## config.mk

```make
export PLATFORM = sky130hd
export DESIGN_NAME = hds_sqrt_cell
export DESIGN_NICKNAME = d
export VERILOG_FILES = /design/src/design/hds_pkg.sv /design/src/design/hds_sqrt_cell.sv
export SDC_FILE = /design/constraint.sdc
export NUM_CORES = 1
export LEC_CHECK = 0
export BUFFER_PORTS_ARGS = -buffer_cell sky130_fd_sc_hd__buf_2
export CAP_MARGIN = 0
export CORE_UTILIZATION = 52
export DETAILED_ROUTE_END_ITERATION = 16
export GPL_TIMING_DRIVEN = 0
export PLACE_DENSITY_LB_ADDON = 0.08
export SLEW_MARGIN = 40
export SYNTH_ARGS = -nofsm -noshare
export SYNTH_HDL_FRONTEND = slang
export SYNTH_SLANG_ARGS = --single-unit
export TNS_END_PERCENT = 30
```

## constraint.sdc

```tcl
create_clock -name i_clk -period 12.2 [get_ports i_clk]
set_input_delay 3.66 -clock i_clk [delete_from_list [all_inputs] [get_ports i_clk]]
set_output_delay 3.66 -clock i_clk [all_outputs]
set_load 0.05 [all_outputs]
```

## src/design/hds_pkg.sv

```systemverilog
// hds_pkg: shared types, constants and helper functions for the hemisphere sampler
// no dependencies
`timescale 1ns / 1ps

package hds_pkg;

    localparam int SQRT_STEPS   = 31;
    localparam int CORDIC_STEPS = 24;
    // input register, two root chains, z select, square, cordic chain, product, output
    localparam int LAT = 2 * SQRT_STEPS + CORDIC_STEPS + 5;

    localparam logic signed [32:0] CORDIC_GAIN = 33'sd652032874;

    typedef enum logic [1:0] {
        MODE_UNIFORM = 2'd0,
        MODE_COSINE  = 2'd1,
        MODE_CONE    = 2'd2,
        MODE_SPARE   = 2'd3
    } t_mode;

    typedef enum logic [7:0] {
        REG_SAMPLE_MODE  = 8'd0,
        REG_CONE_COS_MAX = 8'd1
    } t_reg_idx;

    typedef struct packed {
        logic [61:0] rem;
        logic [61:0] root;
        logic [63:0] tag;
    } t_sqrt_lane;

    typedef struct packed {
        logic signed [32:0] x;
        logic signed [32:0] y;
        logic signed [32:0] ang;
        logic        [63:0] tag;
    } t_cordic_lane;

    // arctangent of 2^-i in units of 2^-32 turn
    function automatic logic signed [32:0] atan_turn(input logic [4:0] i);
        logic signed [32:0] v;
        case (i)
            5'd0:  v = 33'sh020000000;
            5'd1:  v = 33'sh012E4051E;
            5'd2:  v = 33'sh009FB385B;
            5'd3:  v = 33'sh0051111D4;
            5'd4:  v = 33'sh0028B0D43;
            5'd5:  v = 33'sh00145D7E1;
            5'd6:  v = 33'sh000A2F61E;
            5'd7:  v = 33'sh000517C55;
            5'd8:  v = 33'sh00028BE53;
            5'd9:  v = 33'sh000145F2F;
            5'd10: v = 33'sh0000A2F98;
            5'd11: v = 33'sh0000517CC;
            5'd12: v = 33'sh000028BE6;
            5'd13: v = 33'sh0000145F3;
            5'd14: v = 33'sh00000A2FA;
            5'd15: v = 33'sh00000517D;
            5'd16: v = 33'sh0000028BE;
            5'd17: v = 33'sh00000145F;
            5'd18: v = 33'sh000000A30;
            5'd19: v = 33'sh000000518;
            5'd20: v = 33'sh00000028C;
            5'd21: v = 33'sh000000146;
            5'd22: v = 33'sh0000000A3;
            5'd23: v = 33'sh000000051;
            default: v = '0;
        endcase
        return v;
    endfunction

    // round Q.60 product to Q1.15 and saturate
    function automatic logic signed [15:0] round_sat16(input logic signed [63:0] p);
        logic signed [63:0] v;
        v = (p + 64'sd17592186044416) >>> 45;
        if (v > 64'sd32767) begin
            return 16'sd32767;
        end else if (v < -64'sd32768) begin
            return -16'sd32768;
        end
        return v[15:0];
    endfunction

endpackage

```

## src/design/hds_sqrt_cell.sv

```systemverilog
// hds_sqrt_cell: one digit of a bit-by-bit integer square root, registered
// depends on hds_pkg
`timescale 1ns / 1ps

module hds_sqrt_cell
    import hds_pkg::*;
(
    input  logic       i_clk,
    input  logic       i_en,
    input  logic [4:0] i_step,
    input  t_sqrt_lane i_lane,
    output t_sqrt_lane o_lane
);

    t_sqrt_lane  n_lane;
    t_sqrt_lane  r_lane;
    logic [61:0] w_bit;
    logic [61:0] w_trial;

    always_comb begin
        w_bit   = 62'd1 << {i_step, 1'b0};
        w_trial = i_lane.root + w_bit;
        n_lane  = i_lane;
        if (i_lane.rem >= w_trial) begin
            n_lane.rem  = i_lane.rem - w_trial;
            n_lane.root = (i_lane.root >> 1) + w_bit;
        end else begin
            n_lane.root = i_lane.root >> 1;
        end
    end

    always_ff @(posedge i_clk) begin
        if (i_en) begin
            r_lane <= n_lane;
        end
    end

    assign o_lane = r_lane;

endmodule

```

==> results of run 1 <==
metal layers:
metal / wire (um) / global-route usage / up-vias
met3: 5140 / 0.0612 / 82
li1: - / - / 7546
met1: 24400 / 0.482 / 7479
met4: 1680 / 0.124 / 0
met5: 0 / 0 / -
met2: 24400 / 0.535 / 861
worst paths after layout:
kind           to  slack [ps]  cells past startpoint
max   o_lane[118]         500                     28
min    o_lane[38]        3380                      1
cell type report:
cell class	count	area share
plain buffers	88	0.0198
repair buffers	371	0.101
clock inverters	14	0.00904
diodes	1	0.000132
inverters	44	0.00871
clock buffers	18	0.0226
flip-flops and latches	188	0.298
well taps	390	0.0257
multi-input cells	1487	0.515
metrics by stage:
step / std cells / setup WS, ps / util / setup TNS (ps) / hold WS, ps
final: 2601 / 501 / 0.634 / 0 / 3380
after floorplan: 1807 / 2630 / - / 0 / 3760
after global placement: 2566 / 32.6 / 0.612 / 0 / 3840
after detailed placement: 2568 / -16.7 / 0.614 / -16.7 / 3840
after CTS: 2600 / 407 / 0.634 / 0 / 3370
after global routing: 2600 / 131 / 0.634 / 0 / 3370
cell usage in the layout (no fill, tap or decap), drive strengths merged, types with 46 or more instances in the layout:
cell type and instances:
a21o 46, ha 106, buf 398, nand2 202
edfxtp 188, inv 49, o21ai 162, nor2 151
xor2 91, xnor2 96, a21oi 135, clkbuf 79
kinds of logic (layout without fill, tap and decap cells):
logic type / Yosys count / after routing / share of synthesized area
buf+inv: 132 / 535 / 0.0337
simple gates: 602 / 602 / 0.181
fa+ha+maj: 111 / 111 / 0.0869
xor+xnor: 187 / 187 / 0.103
mux: 10 / 10 / 0.00683
other cells: 0 / 1 / 0
flops: 188 / 188 / 0.354
compound gates: 577 / 577 / 0.235
report_power, final:
part | internal [mW] | switching, mW
logic | 0.233 | 0.627
clock network | 0.295 | 0.298
registers | 0.800 | 0.0181
total | 1.33 | 0.943
==> impl_metrics.env, run 1 <==
export IMPL_status="complete, no violations"
export IMPL_cp_required_ps=12470
export IMPL_synthTopCellsByCount="nand2_1 (202), edfxtp_1 (188), o21ai_0 (159)"
export IMPL_path_class="input pin to flop"
export IMPL_start_util=0.534
export IMPL_rsz0062_at_grt="false"
export IMPL_die_h_um=177
export IMPL_clock_sinks=188
export IMPL_nNetsFinal=2499
export IMPL_wirelength_um=55600
export IMPL_drtAntennaViolNets=0
export IMPL_max_stage_delay_ps=720
export IMPL_antenna_found_initial=0
export IMPL_crit_fanout=10
export IMPL_largest_reg_flops=188
export IMPL_grt_start_max_net_pins=81
export IMPL_synth_edf_count=188
export IMPL_crit_family="compound AO/OA/AOI/OAI gates"
export IMPL_postCtsSetupRepairBufs=0
export IMPL_cp_end_kind="flop"
export IMPL_dp_hpwl_um=43900
export IMPL_final_area_sq_um=19000
export IMPL_core_area_sq_um=29900
export IMPL_ios=383
export IMPL_grt_total_usage=0.346
export IMPL_area_growth_syn_to_layout_pct=18.8
export IMPL_yosysSeqAreaShare=0.354
export IMPL_drt_initial_drc_count=1544
export IMPL_die_w_um=177
export IMPL_fillCellCount=2593
export IMPL_tightest_slew_ps=834
export IMPL_drive_gt1_frac=0.208
export IMPL_slowest_stage="a211oi_1"
export IMPL_ys_ff_latch=188
export IMPL_postCtsHoldBufs=0
export IMPL_slew_violations=0
export IMPL_slew_headroom=0.444
export IMPL_via_per_inst=6.14
export IMPL_fin_crit_ps=11700
export IMPL_drc=0
export IMPL_synth_top_cell_area_share=0.354
export IMPL_total_power_mw=2.27
export IMPL_synthFlopType="edfxtp_1"
export IMPL_seq_area_sq_um=5650
export IMPL_overflow=0
export IMPL_portBuffers=369
export IMPL_via_count=15968
export IMPL_place_congestion=0.973
export IMPL_yosysMostFrequentCell="nand2_1"
export IMPL_path_buf_inv=6
export IMPL_cts_reportedPaths_clkPinSlew_ps=80
export IMPL_powerDensity_nw_per_um2=120
export IMPL_synthCells=1807
export IMPL_fp_dieArea_sq_um=31400
export IMPL_ir_drop_v=0.0000899
export IMPL_syn_nets=2109
export IMPL_yosys_warnings=0
export IMPL_cts_path_max_buffers=2
export IMPL_dpl_cell_area_sq_um=18300
export IMPL_cts_resized_gates=0
export IMPL_cts_tree="yes"
export IMPL_leakage_nw=7.83
export IMPL_htreeDepth=4
export IMPL_cts_root_buf="clkbuf_16"
export IMPL_synth_area_leaders="edfxtp_1 (35%), ha_1 (8.3%), xnor2_1 (5.3%)"
export IMPL_grt_pass1_wl_um=82300
export IMPL_async_flop_share=0
export IMPL_finalHoldViolations=0
export IMPL_setup_viol=0
export IMPL_cp_startpoint="i_step[2]"
export IMPL_grt_pass1_vias=14506
export IMPL_cts_buffers=17
export IMPL_cp_data_arrival_time_ps=11970
export IMPL_maxCapViolCount=0
export IMPL_start_kind="input pin"
export IMPL_multi_input_area_sq_um=9760
export IMPL_wire_per_inst_um=21.4
export IMPL_syn_area_sq_um=15900
export IMPL_max_freq_mhz=85.5
export IMPL_rows=63
export IMPL_hp_start="i_lane[38]"
export IMPL_finalCritPeriodShare=0.959
export IMPL_firstDrtPassIters=5
export IMPL_synthDistinctLibCells=90
export IMPL_critPathMostFrequentCell="clkbuf_1"
export IMPL_avgSynthCellArea_sq_um=8.83
export IMPL_hold_path_class="input pin to flop"
export IMPL_synth_top_cell_by_area="edfxtp_1"
Power figures use the tool's default switching activity.
==> run 2, diff against run 1 <==
--- a/config.mk
+++ b/config.mk
@@ -7,6 +7,7 @@
 export LEC_CHECK = 0
 export BUFFER_PORTS_ARGS = -buffer_cell sky130_fd_sc_hd__buf_2
 export CAP_MARGIN = 0
+export CORE_MARGIN = 2
 export CORE_UTILIZATION = 52
 export DETAILED_ROUTE_END_ITERATION = 16
 export GPL_TIMING_DRIVEN = 0
==> run 2 against run 1 <==
  * Via count decreased by 1.3%
  * Cell count increased by 0.35%
  * Routed wire length decreased by 0.68%
  * Maximum frequency decreased by 0.30%
  * Non-clock buffer count unchanged
  * Largest power group unchanged
  * Critical path type unchanged
==> impl_metrics.env, run 2 (synthesis results as in run 1) <==
export IMPL_clock_sinks=188
export IMPL_drt_initial_drc_count=1475
export IMPL_internal_power_mw=1.30
export IMPL_wire_per_inst_um=21.2
export IMPL_cp_required_ps=12480
export IMPL_core_area_sq_um=30400
export IMPL_htreeDepth=4
export IMPL_status="complete, no violations"
export IMPL_cts_root_buf="clkbuf_16"
export IMPL_rows=64
export IMPL_antenna_found_initial=5
export IMPL_layout_setup_ws_ps=465
export IMPL_start_util=0.524
export IMPL_postCtsHoldBufs=0
export IMPL_setup_tns_ps=0
export IMPL_grt_start_max_net_pins=84
export IMPL_dp_hpwl_um=44000
export IMPL_p_comb_frac=0.389
export IMPL_crit_fanout=10
export IMPL_finalCritPeriodShare=0.962
export IMPL_dpl_cell_area_sq_um=18400
export IMPL_die_w_um=179
export IMPL_drive_gt1_frac=0.207
export IMPL_via_count=15765
export IMPL_portBuffers=369
export IMPL_grt_pass1_wl_um=80800
export IMPL_drc=0
export IMPL_cts_tree="yes"
export IMPL_hold_path_class="input pin to flop"
export IMPL_pwr_share_clk=0.240
export IMPL_critPathMostFrequentCell="clkbuf_1"
export IMPL_start_kind="input pin"
export IMPL_setup_viol=0
export IMPL_postCtsSetupRepairBufs=0
export IMPL_globalRouteMet3Util=0.0606
export IMPL_drtAntennaViolNets=0
export IMPL_fp_dieArea_sq_um=32100
export IMPL_tightest_slew_ps=823
export IMPL_path_depth=28
export IMPL_crit_family="compound AO/OA/AOI/OAI gates"
export IMPL_final_common_cell="buf_2"
export IMPL_cp_end_kind="flop"
export IMPL_use_met1=0.457
export IMPL_final_cell_mix="buf_2 (389), nand2_1 (202), edfxtp_1 (188)"
export IMPL_ios=383
export IMPL_maxCapViolCount=0
export IMPL_powerDensity_nw_per_um2=117
export IMPL_final_area_sq_um=18900
export IMPL_max_stage_delay_ps=690
export IMPL_rsz0062_at_grt="false"
export IMPL_largest_reg_flops=188
export IMPL_seq_power_share=0.371
export IMPL_slowest_stage="clkbuf_1"
export IMPL_grt_total_usage=0.333
export IMPL_cts_buffers=17
export IMPL_overflow=0
export IMPL_p_sw_mw=0.910
export IMPL_leakage_nw=7.80
export IMPL_path_class="input pin to flop"
export IMPL_post_place_ws_ps=41.3
export IMPL_fillCellCount=2728
export IMPL_area_growth_syn_to_layout_pct=18.6
export IMPL_finalHoldViolations=0
export IMPL_grt_pass1_vias=14389
export IMPL_firstDrtPassIters=5
export IMPL_slew_headroom=0.451
export IMPL_grt_busiest_layer="met2"
export IMPL_place_congestion=0.956
export IMPL_hold_depth=1
export IMPL_grt_use_met2=0.512
export IMPL_max_freq_mhz=85.2
export IMPL_cts_path_max_buffers=2
export IMPL_cp_data_arrival_time_ps=12010
export IMPL_ir_drop_v=0.000108
export IMPL_fin_crit_ps=11730
export IMPL_cts_resized_gates=0
export IMPL_via_per_inst=6.04
export IMPL_wirelength_um=55300
export IMPL_slew_violations=0
export IMPL_swShare=0.412
export IMPL_cts_reportedPaths_clkPinSlew_ps=70
export IMPL_path_buf_inv=6
export IMPL_die_h_um=179
export IMPL_nNetsFinal=2499
-- run 2: power groups by stage --
| stage | sequential (mW) | combinational [mW] | clock (mW) |
|---|---|---|---|
| global placement | 0.833 | 0.839 | 0 |
| detailed placement | 0.832 | 0.845 | 0 |
| CTS | 0.819 | 0.849 | 0.540 |
| finish | 0.819 | 0.858 | 0.530 |
| global route | 0.825 | 0.915 | 0.566 |
| floorplan | 1.09 | 0.333 | 0 |
-- run 2: worst paths after layout --
path                       start     endpoint  slack (ps)
worst min-delay path  i_lane[20]   o_lane[20]        3370
worst max-delay path   i_step[2]  o_lane[118]         470
-- run 2: per-stage QoR --
step	hold WS (ps)	utilization	std cells	power, mW
CTS	3350	0.621	2606	2.21
finish	3370	0.621	2610	2.21
global route	3360	0.621	2610	2.31
detailed placement	3840	0.603	2574	1.68
global placement	3840	0.601	2572	1.67
floorplan	3760	-	1807	1.42
-- run 2: final cells by class --
cell class	count	area, sq um	area share
Antenna cell	4	10.0	0.000529
Buffer	88	374	0.0198
Clock buffer	18	429	0.0227
Clock inverter	14	115	0.00609
Inverter	44	165	0.00873
Multi-Input combinational cell	1487	9760	0.516
Sequential cell	188	5650	0.299
Tap cell	396	495	0.0262
Timing Repair Buffer	371	1910	0.101
-- run 2: routing by layer --
| metal | vias up | part of all wire |
|---|---|---|
| met5 | - | 0.00024 |
| li1 | 7532 | - |
| met4 | 2 | 0.036 |
| met2 | 782 | 0.44 |
| met1 | 7352 | 0.43 |
| met3 | 97 | 0.095 |
