===== src/design/hds_pkg.sv =====
// hds_pkg: shared types, constants and helper functions for the hemisphere sampler
// no dependencies
`timescale 1ns / 1ps

package hds_pkg;

    localparam int SQRT_STEPS   = 31;
    localparam int CORDIC_STEPS = 24;
    // input register, two root chains, z select, square, cordic chain, product, output
    localparam int LAT = 2 * SQRT_STEPS + CORDIC_STEPS + 5;

    localparam logic signed [32:0] CORDIC_GAIN = 33'sd652032874;

    typedef enum logic [1:0] {
        MODE_UNIFORM = 2'd0,
        MODE_COSINE  = 2'd1,
        MODE_CONE    = 2'd2,
        MODE_SPARE   = 2'd3
    } t_mode;

    typedef enum logic [7:0] {
        REG_SAMPLE_MODE  = 8'd0,
        REG_CONE_COS_MAX = 8'd1
    } t_reg_idx;

    typedef struct packed {
        logic [61:0] rem;
        logic [61:0] root;
        logic [63:0] tag;
    } t_sqrt_lane;

    typedef struct packed {
        logic signed [32:0] x;
        logic signed [32:0] y;
        logic signed [32:0] ang;
        logic        [63:0] tag;
    } t_cordic_lane;

    // arctangent of 2^-i in units of 2^-32 turn
    function automatic logic signed [32:0] atan_turn(input logic [4:0] i);
        logic signed [32:0] v;
        case (i)
            5'd0:  v = 33'sh020000000;
            5'd1:  v = 33'sh012E4051E;
            5'd2:  v = 33'sh009FB385B;
            5'd3:  v = 33'sh0051111D4;
            5'd4:  v = 33'sh0028B0D43;
            5'd5:  v = 33'sh00145D7E1;
            5'd6:  v = 33'sh000A2F61E;
            5'd7:  v = 33'sh000517C55;
            5'd8:  v = 33'sh00028BE53;
            5'd9:  v = 33'sh000145F2F;
            5'd10: v = 33'sh0000A2F98;
            5'd11: v = 33'sh0000517CC;
            5'd12: v = 33'sh000028BE6;
            5'd13: v = 33'sh0000145F3;
            5'd14: v = 33'sh00000A2FA;
            5'd15: v = 33'sh00000517D;
            5'd16: v = 33'sh0000028BE;
            5'd17: v = 33'sh00000145F;
            5'd18: v = 33'sh000000A30;
            5'd19: v = 33'sh000000518;
            5'd20: v = 33'sh00000028C;
            5'd21: v = 33'sh000000146;
            5'd22: v = 33'sh0000000A3;
            5'd23: v = 33'sh000000051;
            default: v = '0;
        endcase
        return v;
    endfunction

    // round Q.60 product to Q1.15 and saturate
    function automatic logic signed [15:0] round_sat16(input logic signed [63:0] p);
        logic signed [63:0] v;
        v = (p + 64'sd17592186044416) >>> 45;
        if (v > 64'sd32767) begin
            return 16'sd32767;
        end else if (v < -64'sd32768) begin
            return -16'sd32768;
        end
        return v[15:0];
    endfunction

endpackage


===== src/design/hds_cordic_cell.sv =====
// hds_cordic_cell: one rotation-mode cordic iteration, registered
// depends on hds_pkg
`timescale 1ns / 1ps

module hds_cordic_cell
    import hds_pkg::*;
(
    input  logic         i_clk,
    input  logic         i_en,
    input  logic [4:0]   i_step,
    input  t_cordic_lane i_lane,
    output t_cordic_lane o_lane
);

    t_cordic_lane       n_lane;
    t_cordic_lane       r_lane;
    logic signed [32:0] w_dx;
    logic signed [32:0] w_dy;
    logic signed [32:0] w_atan;

    always_comb begin
        w_dx   = i_lane.y >>> i_step;
        w_dy   = i_lane.x >>> i_step;
        w_atan = atan_turn(i_step);
        n_lane = i_lane;
        if (!i_lane.ang[32]) begin
            n_lane.x   = i_lane.x - w_dx;
            n_lane.y   = i_lane.y + w_dy;
            n_lane.ang = i_lane.ang - w_atan;
        end else begin
            n_lane.x   = i_lane.x + w_dx;
            n_lane.y   = i_lane.y - w_dy;
            n_lane.ang = i_lane.ang + w_atan;
        end
    end

    always_ff @(posedge i_clk) begin
        if (i_en) begin
            r_lane <= n_lane;
        end
    end

    assign o_lane = r_lane;

endmodule


===== config.mk =====
export PLATFORM = sky130hd
export DESIGN_NAME = hds_cordic_cell
export DESIGN_NICKNAME = d
export VERILOG_FILES = /design/src/design/hds_pkg.sv /design/src/design/hds_cordic_cell.sv
export SDC_FILE = /design/constraint.sdc
export NUM_CORES = 1
export LEC_CHECK = 0
export ABC_AREA = 1
export ABC_CLOCK_PERIOD_IN_PS = 3790
export BUFFER_PORTS_ARGS = -buffer_cell sky130_fd_sc_hd__buf_2
export CAP_MARGIN = 25
export CORE_MARGIN = 2
export CORE_UTILIZATION = 52
export CTS_BUF_LIST = sky130_fd_sc_hd__clkbuf_16
export DETAILED_ROUTE_END_ITERATION = 8
export PLACE_DENSITY = 0.88
export SLEW_MARGIN = 0
export SYNTH_ARGS = -nofsm -noshare
export SYNTH_HDL_FRONTEND = slang
export SYNTH_SLANG_ARGS = --single-unit

===== constraint.sdc =====
create_clock -name i_clk -period 3.79 [get_ports i_clk]
set_input_delay 0.1895 -clock i_clk [delete_from_list [all_inputs] [get_ports i_clk]]
set_output_delay 0.1895 -clock i_clk [all_outputs]
set_load 0.03 [all_outputs]

==> results of run 1 <==
## kinds of logic after synthesis
group | after synthesis
and+or+nand+nor | 1427
AOI/OAI and AO/OA | 302
buffers and inverters | 302
DFF | 163
xor gates and xnor gates | 160
adders and majority gates | 111
## metrics by stage
stage / TNS [ns] / instance area, um2 / instances
2_1_floorplan: -0.321 / 16800 / 2465
3_3_place_gp: -11.67 / 23100 / 3694
3_5_place_dp: -20.70 / 23100 / 3694
4_1_cts: -0.0263 / 24700 / 3803
## metal layers
layer,global-route usage,GRT overflow
met1,0.606,0
met5,0.222,0
met4,0.588,8
met2,0.814,3
met3,0.430,0
## synthesized netlist by cell type (all sizes together), types with 13 or more instances
| library cell | instances |
|---|---|
| buf | 61 |
| o21ai | 104 |
| nor3 | 25 |
| xnor2 | 47 |
| nor2 | 192 |
| ha | 108 |
| edfxtp | 163 |
| xor2 | 113 |
| inv | 217 |
| nand3 | 339 |
| clkbuf | 22 |
| o211ai | 13 |
| nand4 | 17 |
| nand2 | 834 |
| o21a | 17 |
| a21oi | 124 |
## what timing repair did
action | 4_1_cts
hold endpoints to repair | 64
hold buffers | 64
gates resized for setup | 48
cloned | 1
setup endpoints to repair | 25
setup buffers | 12
pin swaps | 23
==> reports/results.tsv, run 1 <==
stage	metric	value	unit
logic_synthesis	Mapped Area	16700	um2
placed_design	DP Worst Slack	-0.602	ns
status	Stopped at	5_1_grt	
global_routing	largest net degree at the start of global routing	87	
logic_synthesis	prevailing post-synth register cell	edfxtp_1	
placed_design	Detail Placement HPWL	51000	um
logic_synthesis	largest family of logic cells by synthesized area	simple AND/OR/NAND/NOR gates	
logic_synthesis	area share of the largest cell type after synthesis	0.293	
sta	worst_ep kind	sequential cell input	
logic_synthesis	Post-synth EDFFs	163	
clock_tree	H-Tree Depth	4	
logic_synthesis	main area contributors after synthesis	edfxtp_1, nand2_1, nand3_1	
logic_synthesis	Distinct cells, synth	50	
global_routing	total track usage	0.613	
status	error msg	[ERROR GRT-0232] Routing congestion too high. Check the congestion heatmap in the GUI.	
floorplan	initial core utilization	0.529	
floorplan	cell row count	65	
floorplan	Die X-Extent	183	um
logic_synthesis	syn_nets	2746	
logic_synthesis	Simple-Gate Fraction of Synth Area	0.361	
logic_synthesis	flip-flop and latch count after synthesis	163	
logic_synthesis	Ys Warns	0	
clock_tree	cts bufs inserted	17	
logic_synthesis	XOR/XNOR Fraction of Synth Area	0.0837	
logic_synthesis	post-synth top area cell	edfxtp_1	
sta	Worst endpoint, post-GRT repair	o_lane[94]$_DFFE_PP_/D	
logic_synthesis	Post-Synth Adder-Cell Area	0.0843	
global_routing	grt total ovfl	11	
placed_design	Port Buffer Count	332	
global_routing	initial antenna violation count	10	
logic_synthesis	post-synthesis compound-gate area fraction	0.102	
floorplan	die span in y	183	um
clock_tree	CTS Buffer Depth	2	
status	outcome	did not finish	
logic_synthesis	Syn Area/Cell	6.79	um2
logic_synthesis	mux cell area share after synthesis	0	
logic_synthesis	Post-synth ARST share	0	
placed_design	RD Place Congestion	1.12	
logic_synthesis	Mapped Cells	2465	
floorplan	Ports	333	
clock_tree	clk sinks	163	
logic_synthesis	register area share after synthesis	0.293	
clock_tree	root buffer cell	clkbuf_16	
==> run 2: changes to the inputs <==
--- a/config.mk
+++ b/config.mk
@@ -6,14 +6,13 @@
 export NUM_CORES = 1
 export LEC_CHECK = 0
 export ABC_AREA = 1
-export ABC_CLOCK_PERIOD_IN_PS = 3790
+export ABC_CLOCK_PERIOD_IN_PS = 4900
 export BUFFER_PORTS_ARGS = -buffer_cell sky130_fd_sc_hd__buf_2
 export CAP_MARGIN = 25
 export CORE_MARGIN = 2
-export CORE_UTILIZATION = 52
-export CTS_BUF_LIST = sky130_fd_sc_hd__clkbuf_16
+export CORE_UTILIZATION = 40
 export DETAILED_ROUTE_END_ITERATION = 8
-export PLACE_DENSITY = 0.88
+export PLACE_DENSITY_LB_ADDON = 0.15
 export SLEW_MARGIN = 0
 export SYNTH_ARGS = -nofsm -noshare
 export SYNTH_HDL_FRONTEND = slang
==> constraint.sdc (replaced) <==
create_clock -name i_clk -period 4.9 [get_ports i_clk]
set_input_delay 0.245 -clock i_clk [delete_from_list [all_inputs] [get_ports i_clk]]
set_output_delay 0.245 -clock i_clk [all_outputs]
set_load 0.03 [all_outputs]
==> reports/results.tsv, run 2 <==
stage	metric	value	unit
logic_synthesis	register area share after synthesis	0.293	
sta	actual slew at the worst max-slew pin	0.750	ns
sta	hold_ws	0.0483	ns
logic_synthesis	Mapped Area	16700	um2
global_routing	largest net degree at the start of global routing	62	
global_routing	grt total ovfl	0	
logic_synthesis	most common cell in the netlist	nand2_1	
placed_design	RD Place Congestion	0.992	
routing	Via Count	18100	
run	max-cap viol count	0	
logic_synthesis	Post-synth EDFFs	163	
critical_path	critical path capture point type	flip-flop	
logic_synthesis	Post-synth ARST share	0	
logic_synthesis	main area contributors after synthesis	edfxtp_1, nand2_1, nand3_1	
routing	drt pass-1 iters	5	
clock_tree	root buffer cell	clkbuf_16	
final_layout	fraction of layout cells with a size suffix above 1	0.178	
final_layout	commonest non-fill, non-tap cell in the layout	nand2_1	
global_routing	first-pass GRT wire length	95700	um
pwr	power per cell area	326	nW/um2
sta	endpoints failing setup	0	
clock_tree	clk sinks	163	
floorplan	core area	41000	um2
logic_synthesis	synth cell count leaders	nand2_1, nand3_1, inv_1	
critical_path	CP Launch Type	input pin	
floorplan	Ports	333	
clock_tree	clock-pin slew on the worst setup and hold paths	0.07	ns
critical_path	CP Data Required Time	5.13	ns
sta	Hold Vio Cnt, Final	0	
critical_path	Critical Setup Path Class	in2reg	
routing	post-DR vias/cell	5.29	
logic_synthesis	Distinct cells, synth	50	
final_layout	P&R area growth vs syn	23.3	%
critical_path	Worst Setup SP	i_step[1]	
final_layout	Largest register FFs	163	
floorplan	die span in y	209	um
final_layout	most frequent cells in the layout	nand2_1, nand3_1, buf_2	
final_layout	final core utilization	0.503	
routing	1st-iter DRT viols	1501	
status	outcome	complete, no violations	
logic_synthesis	Mapped Cells	2465	
critical_path	crit-path most repeated cell	nand2_1	
placed_design	Port Buffer Count	332	
global_routing	initial antenna violation count	0	
routing	final wirelength	61800	um
sta	Tcrit/Tclk final	0.901	
placed_design	Detail Placement HPWL	50200	um
logic_synthesis	Syn Area/Cell	6.79	um2
logic_synthesis	Ys Warns	0	
final_layout	FF+latch area	4890	um2
routing	post-route ant nets	0	
sta	RSZ-0062 raised after global routing	false	
critical_path	Crit Path Max Fanout	32	
floorplan	die area	43500	um2
routing	Remaining DRCs	0	
sta	Tmin final	4.41	ns
placed_design	Placement Cell Area	19400	um2
critical_path	Slowest-stage cell, CP	nor4_4	
floorplan	Die X-Extent	209	um
logic_synthesis	syn_nets	2746	
floorplan	cell row count	74	
final_layout	cell area after layout	20600	um2
sta	max-slew violation count	0	
pwr	worst vdd ir	0.260	mV
logic_synthesis	post-synth top area cell	edfxtp_1	
floorplan	initial core utilization	0.408	
hold_path	hold path cells	2	
hold_path	hold endpoint	o_lane[64]$_DFFE_PP_	
hold_path	Worst Hold Class	in2reg	
global_routing	total track usage	0.282	
hold_path	hold path startpoint	i_lane[64]	
final_layout	final-stage net count	3156	
critical_path	WP data arrival	4.65	ns
global_routing	vias in the first global route	17600	
final_layout	Fill cells	4200	
logic_synthesis	flip-flop and latch count after synthesis	163	
pwr	Leak	0.0103	uW
clock_tree	cts bufs inserted	17	
sta	fmax	227	MHz
logic_synthesis	prevailing post-synth register cell	edfxtp_1	
sta	slew margin rel.	0.500	
routing	drt wl/cell	18.1	um
clock_tree	clock tree from TritonCTS	built	
final_layout	area of the multi-input gates	10600	um2
clock_tree	CTS Buffer Depth	2	
critical_path	worst stage delay on the critical path	0.41	ns
final_layout	ant diodes	0	
logic_synthesis	area share of the largest cell type after synthesis	0.293	
clock_tree	H-Tree Depth	4	
-- run 2: cell counts after synthesis --
No cell type changed its count.
-- run 2: worst max path at each step --
stage | endpoint | slack (ns)
global route | o_lane[94]$_DFFE_PP_ | 0.08
floorplan | o_lane[93]$_DFFE_PP_ | 0.69
detailed placement | o_lane[94]$_DFFE_PP_ | -0.37
finish | o_lane[94]$_DFFE_PP_ | 0.49
CTS | o_lane[94]$_DFFE_PP_ | 0.16
global placement | o_lane[94]$_DFFE_PP_ | -0.37
-- run 2: cell families after synthesis --
group / count (synthesis) / share of synthesized area
buf+inv: 302 / 0.0760
simple gates: 1427 / 0.361
flops: 163 / 0.293
xor+xnor: 160 / 0.0837
fa+ha+maj: 111 / 0.0843
compound gates: 302 / 0.102
-- run 2: what timing repair did --
item,CTS,global route
hold endpoints to repair,64,0
buffers inserted,0,0
gates resized for setup,0,4
hold buffers,64,0
setup endpoints to repair,0,3
-- run 2: critical path: cells and delay by family --
| family | cells | cell delay, ns |
|---|---|---|
| simple gates | 16 | 2.46 |
| fa+ha+maj | 3 | 0.80 |
| compound gates | 1 | 0.10 |
| buf+inv | 8 | 0.78 |
| xor+xnor | 2 | 0.25 |
-- run 2: power by group --
part / switching (uW) / internal [uW]
Clock: 675 / 679
Combinational: 2270 / 1120
Sequential: 63.9 / 1920
Total: 3000 / 3720
-- run 2: layout make-up --
cell class                      instances  area share
Sequential cell                       163       0.237
Tap cell                              532      0.0323
Inverter                              219      0.0400
Clock inverter                         15     0.00776
Clock buffer                           17      0.0206
Timing Repair Buffer                  474       0.148
Multi-Input combinational cell       2000       0.514
-- run 2: per-stage QoR --
step,total power (uW),instances,TNS [ns],worst slack [ns]
after floorplan,4280,2465,0,0.693
after global placement,5320,3324,-0.687,-0.371
after detailed placement,5310,3324,-0.610,-0.366
after CTS,6740,3420,0,0.156
after global routing,7140,3420,0,0.0848
final,6720,3420,0,0.487
-- run 2: layer usage --
metal / vias to the layer above / track usage / wire, um
met2: 610 / 0.451 / 27800
li1: 9042 / - / -
met4: 0 / 0.0926 / 1410
met1: 8363 / 0.386 / 28800
met5: - / 0 / 0
met3: 78 / 0.0485 / 3770
Power figures use the tool's default switching activity.
==> run 3: changes to the inputs <==
--- a/config.mk
+++ b/config.mk
@@ -11,8 +11,9 @@
 export CAP_MARGIN = 25
 export CORE_MARGIN = 2
 export CORE_UTILIZATION = 40
+export CTS_BUF_LIST = sky130_fd_sc_hd__clkbuf_4
 export DETAILED_ROUTE_END_ITERATION = 8
-export PLACE_DENSITY_LB_ADDON = 0.15
+export PLACE_DENSITY = 0.66
 export SLEW_MARGIN = 0
 export SYNTH_ARGS = -nofsm -noshare
 export SYNTH_HDL_FRONTEND = slang
==> reports/results.tsv, run 3 (synthesis results as in run 2) <==
stage	metric	value	unit
status	outcome	complete, no violations	
run	max-cap viol count	0	
pwr	power per cell area	299	nW/um2
critical_path	crit-path most repeated cell	nand2_1	
clock_tree	cts bufs inserted	17	
hold_path	hold endpoint	o_lane[150]$_DFFE_PP_	
global_routing	total track usage	0.276	
global_routing	first-pass GRT wire length	94300	um
critical_path	Critical Setup Path Class	in2reg	
routing	Via Count	18400	
routing	post-route ant nets	0	
sta	hold_ws	0.0958	ns
final_layout	commonest non-fill, non-tap cell in the layout	nand2_1	
routing	Max Used Layer	met4	
critical_path	WP data arrival	5.11	ns
floorplan	core area	41000	um2
routing	wire length on met1	27600	um
placed_design	Detail Placement HPWL	49200	um
sta	Hold Vio Cnt, Final	0	
sta	Tmin final	4.56	ns
routing	DR WL met2	27900	um
critical_path	CP Data Required Time	5.45	ns
routing	Remaining DRCs	0	
final_layout	Fill cells	4123	
routing	1st-iter DRT viols	1485	
critical_path	Crit Path Max Fanout	57	
sta	Tcrit/Tclk final	0.931	
clock_tree	root buffer cell	clkbuf_4	
sta	fmax	219	MHz
clock_tree	clock-pin slew on the worst setup and hold paths	0.18	ns
final_layout	final-stage net count	3219	
clock_tree	CTS Buffer Depth	2	
hold_path	Worst Hold Class	in2reg	
routing	post-DR vias/cell	5.27	
sta	setup ws final	0.339	ns
pwr	final total power	6280	uW
sta	setup TNS	0	ns
final_layout	most frequent cells in the layout	nand2_1, nand3_1, buf_2	
critical_path	worst stage delay on the critical path	0.56	ns
floorplan	Ports	333	
floorplan	cell row count	74	
placed_design	DP Worst Slack	-0.0577	ns
placed_design	Port Buffer Count	332	
routing	drt pass-1 iters	6	
final_layout	fraction of layout cells with a size suffix above 1	0.172	
global_routing	largest net degree at the start of global routing	91	
floorplan	die span in y	209	um
clock_tree	H-Tree Depth	4	
floorplan	die area	43500	um2
hold_path	hold path cells	3	
global_routing	vias in the first global route	17900	
sta	RSZ-0062 raised after global routing	false	
pwr	worst vdd ir	0.191	mV
pwr	Leak	0.0104	uW
clock_tree	clock tree from TritonCTS	built	
sta	actual slew at the worst max-slew pin	0.802	ns
routing	drt wl/cell	17.4	um
critical_path	Slowest-stage cell, CP	dlygate4sd3_1	
sta	max-slew violation count	0	
critical_path	critical path capture point type	flip-flop	
global_routing	grt total ovfl	0	
routing	Detail Route met3 WL	3970	um
placed_design	RD Place Congestion	0.978	
sta	slew margin rel.	0.460	
routing	final wirelength	60600	um
critical_path	CP Launch Type	input pin	
clock_tree	clk sinks	163	
floorplan	Die X-Extent	209	um
global_routing	initial antenna violation count	3	
sta	endpoints failing setup	0	
final_layout	P&R area growth vs syn	25.3	%
final_layout	Largest register FFs	163	
clock_tree	Setup Fix Bufs, Post-CTS	0	
hold_path	hold path startpoint	i_lane[150]	
floorplan	initial core utilization	0.408	
run 3: metal layers:
metal / track usage / up-vias
met2: 0.459 / 646
met1: 0.369 / 8494
met3: 0.0429 / 68
li1: - / 9178
met4: 0.0837 / 0
met5: 0 / -
run 3: where the power goes:
part           total (uW)  internal [uW]  switching (uW)
logic                3380           1130            2250
registers            1990           1920            67.8
clock network         908            294             614
run 3: final cells by class:
| type | count | area, um2 | share of cell area |
|---|---|---|---|
| flip-flops and latches | 163 | 4890 | 0.233 |
| inverters | 219 | 825 | 0.0393 |
| well taps | 532 | 666 | 0.0318 |
| clock inverters | 15 | 206 | 0.00985 |
| clock buffers | 17 | 128 | 0.00609 |
| diodes | 6 | 15.0 | 0.000716 |
| repair buffers | 537 | 3650 | 0.174 |
| multi-input cells | 2000 | 10600 | 0.505 |
run 3: worst max-delay path by stage:
stage,from,to,slack (ns),cells past startpoint
after detailed placement,i_step[1],o_lane[129]$_DFFE_PP_,-0.06,32
after floorplan,i_step[1],o_lane[93]$_DFFE_PP_,0.69,32
after global routing,i_step[1],o_lane[93]$_DFFE_PP_,0.06,28
after global placement,i_step[1],o_lane[129]$_DFFE_PP_,-0.002,32
final,i_step[1],o_lane[93]$_DFFE_PP_,0.34,29
after CTS,i_step[1],o_lane[93]$_DFFE_PP_,0.47,29
run 3: what timing repair did:
action	CTS	global route
hold endpoints to repair	201	0
hold buffers	132	0
setup endpoints to repair	0	1
gates resized for setup	0	1
run 3: through the flow:
stage,util,instance area (um2),instances
after floorplan,-,16700,2465
after global placement,0.470,19300,3319
after detailed placement,0.470,19300,3319
after CTS,0.511,20900,3483
after global routing,0.511,21000,3489
final,0.511,21000,3489
run 3: worst max-delay path, delay by kind of cell:
family,cells,cell delay [ns]
and+or+nand+nor,15,2.01
buffers and inverters,7,1.35
AOI/OAI and AO/OA,3,0.63
adders and majority gates,2,0.56
xor gates and xnor gates,2,0.27
==> run 4: changes to the inputs <==
--- a/config.mk
+++ b/config.mk
@@ -14,6 +14,7 @@
 export CTS_BUF_LIST = sky130_fd_sc_hd__clkbuf_4
 export DETAILED_ROUTE_END_ITERATION = 8
 export PLACE_DENSITY = 0.66
+export REMOVE_ABC_BUFFERS = 1
 export SLEW_MARGIN = 0
 export SYNTH_ARGS = -nofsm -noshare
 export SYNTH_HDL_FRONTEND = slang
==> reports/results.tsv, run 4 (synthesis results as in run 2) <==
stage	metric	value	unit
status	outcome	complete, no violations	
clock_tree	clk sinks	163	
placed_design	Detail Placement HPWL	49300	um
clock_tree	cts bufs inserted	17	
sta	actual slew at the worst max-slew pin	0.812	ns
critical_path	worst stage delay on the critical path	0.55	ns
floorplan	cell row count	74	
final_layout	Fill cells	4239	
critical_path	Crit Path Max Fanout	5	
clock_tree	CTS Buffer Depth	2	
hold_path	Worst Hold Class	in2reg	
global_routing	grt total ovfl	0	
critical_path	critical path capture point type	flip-flop	
routing	post-DR vias/cell	5.30	
critical_path	buffers and inverters on the worst path	5	
routing	1st-iter DRT viols	1482	
critical_path	CP Data Required Time	5.41	ns
final_layout	final-stage net count	3133	
pwr	power per cell area	308	nW/um2
sta	setup TNS	0	ns
routing	Via Count	18000	
clock_tree	clock tree from TritonCTS	built	
routing	Remaining DRCs	0	
sta	setup ws final	0.580	ns
global_routing	largest net degree at the start of global routing	76	
floorplan	core area	41000	um2
sta	Hold Vio Cnt, Final	0	
floorplan	Die X-Extent	209	um
sta	RSZ-0062 raised after global routing	false	
routing	drt pass-1 iters	6	
routing	post-route ant nets	0	
floorplan	Ports	333	
pwr	Leak	0.0100	uW
pwr	switching power	2930	uW
pwr	sw frac	0.472	
floorplan	die area	43500	um2
sta	Tcrit/Tclk final	0.882	
pwr	Internal	3270	uW
routing	Max Used Layer	met4	
critical_path	CP delay by family, top	simple AND/OR/NAND/NOR gates	
routing	final wirelength	60700	um
critical_path	Slowest-stage cell, CP	dlygate4sd3_1	
final_layout	most frequent cells in the layout	nand2_1, nand3_1, buf_2	
global_routing	first-pass GRT wire length	92500	um
sta	Tmin final	4.32	ns
critical_path	WP data arrival	4.83	ns
routing	drt wl/cell	17.9	um
global_routing	total track usage	0.271	
final_layout	fraction of layout cells with a size suffix above 1	0.168	
critical_path	crit-path most repeated cell	nand2_1	
clock_tree	H-Tree Depth	4	
floorplan	die span in y	209	um
global_routing	initial antenna violation count	3	
final_layout	P&R area growth vs syn	20.2	%
global_routing	vias in the first global route	17200	
sta	max-slew violation count	0	
clock_tree	root buffer cell	clkbuf_4	
placed_design	DP Worst Slack	0.0733	ns
pwr	worst vdd ir	0.177	mV
pwr	Seq pwr share	0.321	
clock_tree	clock-pin slew on the worst setup and hold paths	0.17	ns
final_layout	Largest register FFs	163	
critical_path	Critical Setup Path Class	in2reg	
routing	wire length on met1	25600	um
pwr	Gate power share	0.531	
run	max-cap viol count	0	
floorplan	initial core utilization	0.408	
routing	Detail Route met3 WL	3730	um
placed_design	RD Place Congestion	0.976	
sta	fmax	231	MHz
sta	endpoints failing setup	0	
critical_path	CP Launch Type	input pin	
pwr	Clk pwr share	0.148	
routing	DR WL met2	29700	um
sta	slew margin rel.	0.453	
final_layout	commonest non-fill, non-tap cell in the layout	nand2_1	
placed_design	Port Buffer Count	332	
## run 4: power groups by stage
stage / Sequential (uW) / Combinational (uW) / Clock (uW)
2_1_floorplan: 2590 / 1630 / 0
3_3_place_gp: 2020 / 3210 / 0
3_5_place_dp: 2030 / 3220 / 0
4_1_cts: 1990 / 3280 / 964
5_1_grt: 2010 / 3600 / 1010
6_report: 1990 / 3290 / 920
## run 4: stage by stage
stage	power (uW)	hold WS, ns	std cells	area, um2	utilization
after global routing	6620	0.0288	3400	20100	0.491
after floorplan	4230	0.344	2382	16300	-
after detailed placement	5240	0.424	3294	19100	0.465
final	6200	0.0914	3400	20100	0.491
after CTS	6230	0.00101	3397	20100	0.490
after global placement	5230	0.422	3294	19100	0.465
## run 4: layer usage
layer	GRT usage	vias up
li1	-	8989
met1	0.337	8289
met2	0.483	669
met3	0.0370	87
met4	0.0904	0
met5	0	-
## run 4: layout make-up
| type | count | area, um2 | share of cell area |
|---|---|---|---|
| Clock buffer | 17 | 128 | 0.00634 |
| Sequential cell | 163 | 4890 | 0.243 |
| Timing Repair Buffer | 451 | 2810 | 0.140 |
| Clock inverter | 15 | 214 | 0.0106 |
| Inverter | 219 | 825 | 0.0410 |
| Antenna cell | 3 | 7.51 | 0.000373 |
| Tap cell | 532 | 666 | 0.0331 |
| Multi-Input combinational cell | 2000 | 10600 | 0.525 |
## run 4: tightest hold or removal path: stages
cell     delay, ns
buf_2         0.09
ha_1          0.19
xnor2_1       0.13
## run 4: repair_timing
action,CTS,global route
buffers inserted,0,0
resized for setup,0,0
endpoints found under the hold margin,101,0
hold buffers,71,0
## run 4: path summary, 6_finish.rpt
path / from / end / slack (ns) / cells past startpoint
hold / removal: i_lane[70] / o_lane[70]$_DFFE_PP_ / 0.09 / 3
setup / recovery: i_lane[98] / o_lane[160]$_DFFE_PP_ / 0.58 / 26
